## src/hw/rtl/qebm_pkg.sv

```systemverilog
// ----------------------------------------------------------------------------
// qebm_pkg: shared types and constants for the embedding-bag mean unit
// Table sizes, derived widths, command codes and the command record that
// travels from the front end to the execution back end.
// ----------------------------------------------------------------------------
package qebm_pkg;

  // Table geometry and derived address widths.
  localparam int MAX_EMBED_SIZE = 64;
  localparam int MAX_BUCKETS    = 4096;
  localparam int ELEM_W         = $clog2(MAX_EMBED_SIZE);
  localparam int BKT_W          = $clog2(MAX_BUCKETS);
  localparam int ROWS_W         = $clog2(MAX_EMBED_SIZE + 1);
  localparam int EMB_DEPTH      = MAX_BUCKETS * MAX_EMBED_SIZE;

  // Stream payload widths.
  localparam int S_TDATA_W = 112;
  localparam int M_TDATA_W = 40;

  // Arithmetic widths: 9-bit difference times 32-bit scale, then the
  // magnitude shifted right by four divided by the feature count.
  localparam int PROD_W    = 41;
  localparam int DIV_STEPS = 35;
  localparam int TERM_W    = DIV_STEPS + 1;

  // Input opcodes.
  localparam logic [2:0] OP_WR_BYTE  = 3'd0;
  localparam logic [2:0] OP_WR_SCALE = 3'd1;
  localparam logic [2:0] OP_WR_ACC   = 3'd2;
  localparam logic [2:0] OP_ADD      = 3'd3;
  localparam logic [2:0] OP_READ     = 3'd4;

  // Result status codes.
  localparam logic [1:0] STS_OK     = 2'd0;
  localparam logic [1:0] STS_RANGE  = 2'd1;
  localparam logic [1:0] STS_LENGTH = 2'd2;
  localparam logic [1:0] STS_COUNT  = 2'd3;

  // Configuration register indexes (byte address bits [3:2]).
  localparam logic [1:0] REG_EMBED_SIZE  = 2'd0;
  localparam logic [1:0] REG_NUM_BUCKETS = 2'd1;
  localparam logic [1:0] REG_QUANT_BIAS  = 2'd2;

  // Work kinds after classification; rejected items become K_NONE.
  typedef enum logic [2:0] {
    K_NONE,
    K_WR_BYTE,
    K_WR_SCALE,
    K_WR_ACC,
    K_ADD,
    K_READ
  } kind_t;

  typedef struct packed {
    kind_t             kind;
    logic [1:0]        status;
    logic [15:0]       bucket;
    logic [5:0]        elem;
    logic [7:0]        byte_value;
    logic [31:0]       value;
    logic [7:0]        count;
    logic [ROWS_W-1:0] rows;
  } cmd_t;

endpackage

```

## src/hw/rtl/qebm_front.sv

```systemverilog
// ----------------------------------------------------------------------------
// qebm_front: input acceptance, classification and command queue
// Unpacks each input transfer, runs the range, length and count checks and
// queues the resulting command in a two-entry queue for the back end.
// ----------------------------------------------------------------------------
module qebm_front (
  input  logic                               clk,
  input  logic                               rst,
  input  logic                               s_tvalid,
  output logic                               s_tready,
  input  logic [qebm_pkg::S_TDATA_W-1:0]     s_tdata,
  input  logic [6:0]                         embedding_size,
  input  logic [12:0]                        num_buckets,
  output logic                               head_valid,
  output qebm_pkg::cmd_t                     head,
  input  logic                               pop
);
  import qebm_pkg::*;

  logic [2:0]        f_opcode;
  logic [15:0]       f_bucket;
  logic [5:0]        f_elem;
  logic [7:0]        f_byte;
  logic [31:0]       f_scale;
  logic [31:0]       f_accum;
  logic [7:0]        f_count;
  logic [6:0]        f_dlen;
  logic              bucket_ok;
  logic              elem_ok;
  logic [16:0]       nb_eff;
  logic              add_bucket_bad;
  logic [ROWS_W-1:0] rows_eff;
  cmd_t              cmd;
  cmd_t              slots [2];
  logic              wr_ptr;
  logic              rd_ptr;
  logic [1:0]        fill;
  logic              push;

  // Field unpacking.
  assign f_opcode = s_tdata[2:0];
  assign f_bucket = s_tdata[18:3];
  assign f_elem   = s_tdata[24:19];
  assign f_byte   = s_tdata[32:25];
  assign f_scale  = s_tdata[64:33];
  assign f_accum  = s_tdata[96:65];
  assign f_count  = s_tdata[104:97];
  assign f_dlen   = s_tdata[111:105];

  // Range checks against the table geometry and the bucket register.
  assign bucket_ok = {16'd0, f_bucket} < 32'(MAX_BUCKETS);
  assign elem_ok   = {26'd0, f_elem} < 32'(MAX_EMBED_SIZE);
  assign nb_eff    = ({4'd0, num_buckets} > 17'(MAX_BUCKETS)) ? 17'(MAX_BUCKETS)
                                                              : {4'd0, num_buckets};
  assign add_bucket_bad = {1'b0, f_bucket} >= nb_eff;
  assign rows_eff  = ({25'd0, embedding_size} > 32'(MAX_EMBED_SIZE)) ?
                     ROWS_W'(MAX_EMBED_SIZE) : ROWS_W'(embedding_size);

  // Classification: failed checks turn into a plain status answer.
  always_comb begin
    cmd.kind       = K_NONE;
    cmd.status     = STS_OK;
    cmd.bucket     = f_bucket;
    cmd.elem       = f_elem;
    cmd.byte_value = f_byte;
    cmd.value      = f_accum;
    cmd.count      = f_count;
    cmd.rows       = rows_eff;
    unique case (f_opcode)
      OP_WR_BYTE: begin
        if (bucket_ok && elem_ok) cmd.kind = K_WR_BYTE;
        else cmd.status = STS_RANGE;
      end
      OP_WR_SCALE: begin
        cmd.value = f_scale;
        if (bucket_ok) cmd.kind = K_WR_SCALE;
        else cmd.status = STS_RANGE;
      end
      OP_WR_ACC: begin
        if (elem_ok) cmd.kind = K_WR_ACC;
        else cmd.status = STS_RANGE;
      end
      OP_ADD: begin
        if (f_dlen != embedding_size) cmd.status = STS_LENGTH;
        else if (f_count == 8'd0) cmd.status = STS_COUNT;
        else if (add_bucket_bad) cmd.status = STS_RANGE;
        else cmd.kind = K_ADD;
      end
      OP_READ: begin
        if (elem_ok) cmd.kind = K_READ;
        else cmd.status = STS_RANGE;
      end
      default: begin
        cmd.kind = K_NONE;
      end
    endcase
  end

  // Two-entry command queue.
  assign s_tready   = fill != 2'd2;
  assign push       = s_tvalid && s_tready;
  assign head_valid = fill != 2'd0;
  assign head       = slots[rd_ptr];

  always_ff @(posedge clk) begin
    if (rst) begin
      wr_ptr <= 1'b0;
      rd_ptr <= 1'b0;
      fill   <= 2'd0;
    end else begin
      if (push) wr_ptr <= ~wr_ptr;
      if (pop) rd_ptr <= ~rd_ptr;
      if (push && !pop) fill <= fill + 2'd1;
      else if (pop && !push) fill <= fill - 2'd1;
    end
  end

  always_ff @(posedge clk) begin
    if (push) slots[wr_ptr] <= cmd;
  end

  // The back end never takes from an empty queue.
  a_pop_nonempty: assert property (@(posedge clk) disable iff (rst) pop |-> head_valid)
    else $error("pop from empty command queue");

  a_fill_bound: assert property (@(posedge clk) disable iff (rst) fill != 2'd3)
    else $error("command queue overfilled");

  a_fill_grow: assert property (@(posedge clk) disable iff (rst)
    (push && !pop) |=> fill == 2'($past(fill) + 2'd1))
    else $error("command queue count lost a transfer");

endmodule

```

## config.mk

```make
export PLATFORM = sky130hd
export DESIGN_NAME = qebm_front
export DESIGN_NICKNAME = d
export VERILOG_FILES = /design/src/hw/rtl/qebm_pkg.sv /design/src/hw/rtl/qebm_front.sv
export SDC_FILE = /design/constraint.sdc
export NUM_CORES = 1
export LEC_CHECK = 0
export BUFFER_PORTS_ARGS = -buffer_cell sky130_fd_sc_hd__buf_2
export CORE_ASPECT_RATIO = 1.4
export CORE_MARGIN = 5
export CORE_UTILIZATION = 30
export CTS_CLUSTER_SIZE = 30
export DETAILED_ROUTE_END_ITERATION = 10
export PLACE_DENSITY = 0.61
export SKIP_CTS_REPAIR_TIMING = 1
export SLEW_MARGIN = 20
export SYNTH_ARGS = -nofsm -noshare
export SYNTH_HDL_FRONTEND = slang
export SYNTH_SLANG_ARGS = --single-unit
```

## constraint.sdc

```tcl
create_clock -name clk -period 12.7 [get_ports clk]
set_input_delay 2.54 -clock clk [delete_from_list [all_inputs] [get_ports clk]]
set_output_delay 2.54 -clock clk [all_outputs]
set_load 0.02 [all_outputs]
```

==> impl_metrics.prom <==
# TYPE chip_impl_metric gauge
chip_impl_info{name="outcome",value="completed"} 1
chip_impl_metric{name="final.fill_count",unit=""} 2153
chip_impl_info{name="post-synth-top-count-cell",value="edfxtp_1"} 1
chip_impl_metric{name="maxClockFrequency",unit="GHz"} 0.219
chip_impl_metric{name="die_y",unit="um"} 191
chip_impl_metric{name="antenna_left",unit=""} 0
chip_impl_info{name="clk_root_buffer_cell",value="clkbuf_16"} 1
chip_impl_metric{name="clock-skew-final",unit="ns"} 0.00749
chip_impl_metric{name="vias",unit=""} 4194
chip_impl_metric{name="cp_data_required_time",unit="ns"} 10.16
chip_impl_metric{name="yosysUniqueCellTypes",unit=""} 31
chip_impl_metric{name="cellPowerDensity",unit="mW/mm^2"} 163
chip_impl_info{name="rsz0062_at_grt",value="no"} 1
chip_impl_metric{name="timing.setup.tns",unit="ns"} 0
chip_impl_metric{name="grt_first_pass_wirelength",unit="um"} 23800
chip_impl_metric{name="worst-slew-pin-transition",unit="ns"} 0.897
chip_impl_metric{name="hold_viol",unit=""} 0
chip_impl_metric{name="max-cap-violations",unit=""} 0
chip_impl_metric{name="synth_enable_flop_cells",unit=""} 164
chip_impl_metric{name="max-slew-margin-rel",unit=""} 0.396
chip_impl_metric{name="globalRouteOverflowTotal",unit=""} 0
chip_impl_metric{name="number_of_placement_rows",unit=""} 66
chip_impl_info{name="end_kind",value="output pin"} 1
chip_impl_metric{name="antenna-diode-count",unit=""} 0
chip_impl_metric{name="drv_slew",unit=""} 0
chip_impl_info{name="ys_top_cells_by_count",value="edfxtp_1, mux2_2, nand2_1"} 1
chip_impl_metric{name="ctsHtreeMaxLevel",unit=""} 4
chip_impl_metric{name="total_power",unit="mW"} 1.49
chip_impl_metric{name="worstSkewPairLatency",unit="ns"} 0.42
chip_impl_metric{name="yosys_warnings",unit=""} 0
chip_impl_metric{name="first_iter_violations",unit=""} 145
chip_impl_metric{name="final_layout_size_suffix_gt1_frac",unit=""} 0.580
chip_impl_metric{name="finalWeightedCongestion",unit=""} 0.803
chip_impl_metric{name="drt_first_pass_iters",unit=""} 4
chip_impl_metric{name="grt_antenna_before_repair",unit=""} 0
chip_impl_info{name="cts_tree",value="built"} 1
chip_impl_metric{name="period_needed",unit="ns"} 4.56
chip_impl_info{name="synth_largest_area_cell",value="edfxtp_1"} 1
chip_impl_metric{name="drc",unit=""} 0
chip_impl_info{name="synth.area.top_cells",value="edfxtp_1, mux2_2, ha_1, dfxtp_1, nand2_1"} 1
chip_impl_metric{name="syn-instance-count",unit=""} 398
chip_impl_metric{name="postSynthRegisterBits",unit=""} 169
chip_impl_metric{name="numPortBuffers",unit=""} 219
chip_impl_metric{name="detailedPlacementHpwl",unit="um"} 11200
chip_impl_metric{name="fp.coreArea",unit="sq mm"} 0.0232
chip_impl_info{name="timing.rr.start",value="fill[0]"} 1
chip_impl_metric{name="seqCellArea",unit="sq mm"} 0.00503
chip_impl_metric{name="die-width",unit="um"} 139
chip_impl_metric{name="synth.net_count",unit=""} 548
chip_impl_info{name="path_class",value="register to output pin"} 1
chip_impl_metric{name="finalNetCount",unit=""} 777
chip_impl_metric{name="largest_net_degree_at_the_start_of_global_routing",unit=""} 47
chip_impl_metric{name="wire_per_inst",unit="um"} 16.2
chip_impl_metric{name="setup_viol_count_final",unit=""} 0
chip_impl_metric{name="yosys.area.top_type_share",unit=""} 0.700
chip_impl_metric{name="syn_area",unit="sq mm"} 0.00704
chip_impl_metric{name="synthesis.area_per_instance",unit="sq um"} 17.7
chip_impl_info{name="hold_start",value="fill[1]"} 1
chip_impl_metric{name="first_global_vias",unit=""} 4603
chip_impl_info{name="main_synth_ff_type",value="edfxtp_1"} 1
chip_impl_metric{name="timing.critical_path.arrival",unit="ns"} 2.02
chip_impl_metric{name="vdd_ir_drop_max",unit="V"} 0.0000826
chip_impl_metric{name="initial_cell_density_of_the_core",unit=""} 0.303
chip_impl_metric{name="vias_per_cell",unit=""} 4.43
chip_impl_metric{name="die-area",unit="sq mm"} 0.0267
chip_impl_metric{name="clockBufferDepth",unit=""} 2
chip_impl_metric{name="syn2layout_area_growth",unit="%"} 30.2
chip_impl_metric{name="path_clk_slew",unit="ns"} 0.06
chip_impl_info{name="hold_path_class",value="register to register"} 1
chip_impl_metric{name="grtUsageTotal",unit=""} 0.116
chip_impl_metric{name="postRouteWirelength",unit="um"} 15300
chip_impl_metric{name="critical_path.max_fanout",unit=""} 46
chip_impl_metric{name="async_reset_ff_frac",unit=""} 0
chip_impl_metric{name="io-pin-count",unit=""} 220
chip_impl_metric{name="area_occupied_by_multi_input_gates",unit="sq mm"} 0.00196
chip_impl_metric{name="ys_seq_area_frac",unit=""} 0.714
chip_impl_metric{name="clock_sink_count",unit=""} 169
chip_impl_metric{name="total_leakage_power",unit="nW"} 3.49
chip_impl_metric{name="finalCritPeriodShare",unit=""} 0.359
chip_impl_metric{name="cts_inserted_buffers",unit=""} 17
chip_impl_info{name="cp-start-kind",value="register"} 1
[kinds of logic after synthesis]
kind of cell	after synthesis	synth area share
AO/OA/AOI/OAI	16	0.0160
XOR/XNOR	11	0.0137
adder cells (fa/ha/maj)	14	0.0249
buffers and inverters	18	0.0101
flip-flops	169	0.714
multiplexers	115	0.184
AND/OR/NAND/NOR	55	0.0370
[sequential cells by signal (all words and copies together), names as in the netlist, named ones only]
signal / count
wr_ptr: 1
slots: 164
rd_ptr: 1
fill: 2
[per-layer routing]
layer | track usage | vias to the layer above | routed length [um]
met5 | 0 | - | 0
met4 | 0.0399 | 0 | 237
met3 | 0.0388 | 16 | 960
met2 | 0.222 | 143 | 8460
met1 | 0.115 | 2036 | 5640
li1 | - | 1999 | -
[cell usage in the layout, fill, tap and decap left out, types with 3 or more instances in the layout]
master and n:
nor4_1 4, inv_1 4, edfxtp_1 164, buf_16 3, xor2_1 6, ha_1 14
clkbuf_16 17, nand2_1 22, nor2b_1 9, dfxtp_1 4, mux2_2 115, clkinv_1 4
bufinv_16 3, a21oi_1 4, buf_2 219, nor2_1 11, xnor2_1 5, o21ai_0 3
[power by group]
group | switching [mW] | internal, mW
clock network | 0.203 | 0.307
logic | 0.162 | 0.110
registers | 0.0190 | 0.690
[critical path, cell delays in order, from the launching register on]
cell and delay (ns):
dfxtp_4 0.69, buf_16 0.32, mux2_2 0.38, buf_2 0.16
[metrics by stage]
stage,util,area (sq um),instances,worst slack [ns],hold WS [ns]
2_1_floorplan,-,7040,398,6.12,0.461
3_3_place_gp,0.366,8490,911,7.89,0.482
3_5_place_dp,0.370,8580,914,7.92,0.506
4_1_cts,0.395,9160,946,8.06,0.515
5_1_grt,0.395,9160,946,8.00,0.548
6_report,0.395,9160,946,8.14,0.513
[cell type report]
| type | count | share of cell area |
|---|---|---|
| Timing Repair Buffer | 224 | 0.130 |
| Sequential cell | 169 | 0.549 |
| Multi-Input combinational cell | 211 | 0.214 |
| Clock inverter | 13 | 0.0165 |
| Clock buffer | 19 | 0.0473 |
| Inverter | 4 | 0.00164 |
| Tap cell | 306 | 0.0418 |
[worst paths after layout]
check | slack [ns] | cells after the start | endpoint
worst max register to register | 10.22 | 5 | slots[0][18]
worst min register to register | 0.51 | 2 | fill[1]
worst min-delay path | 0.51 | 2 | fill[1]
worst max-delay path | 8.14 | 3 | head[42]
No activity file was read; power rests on OpenSTA's default activity.
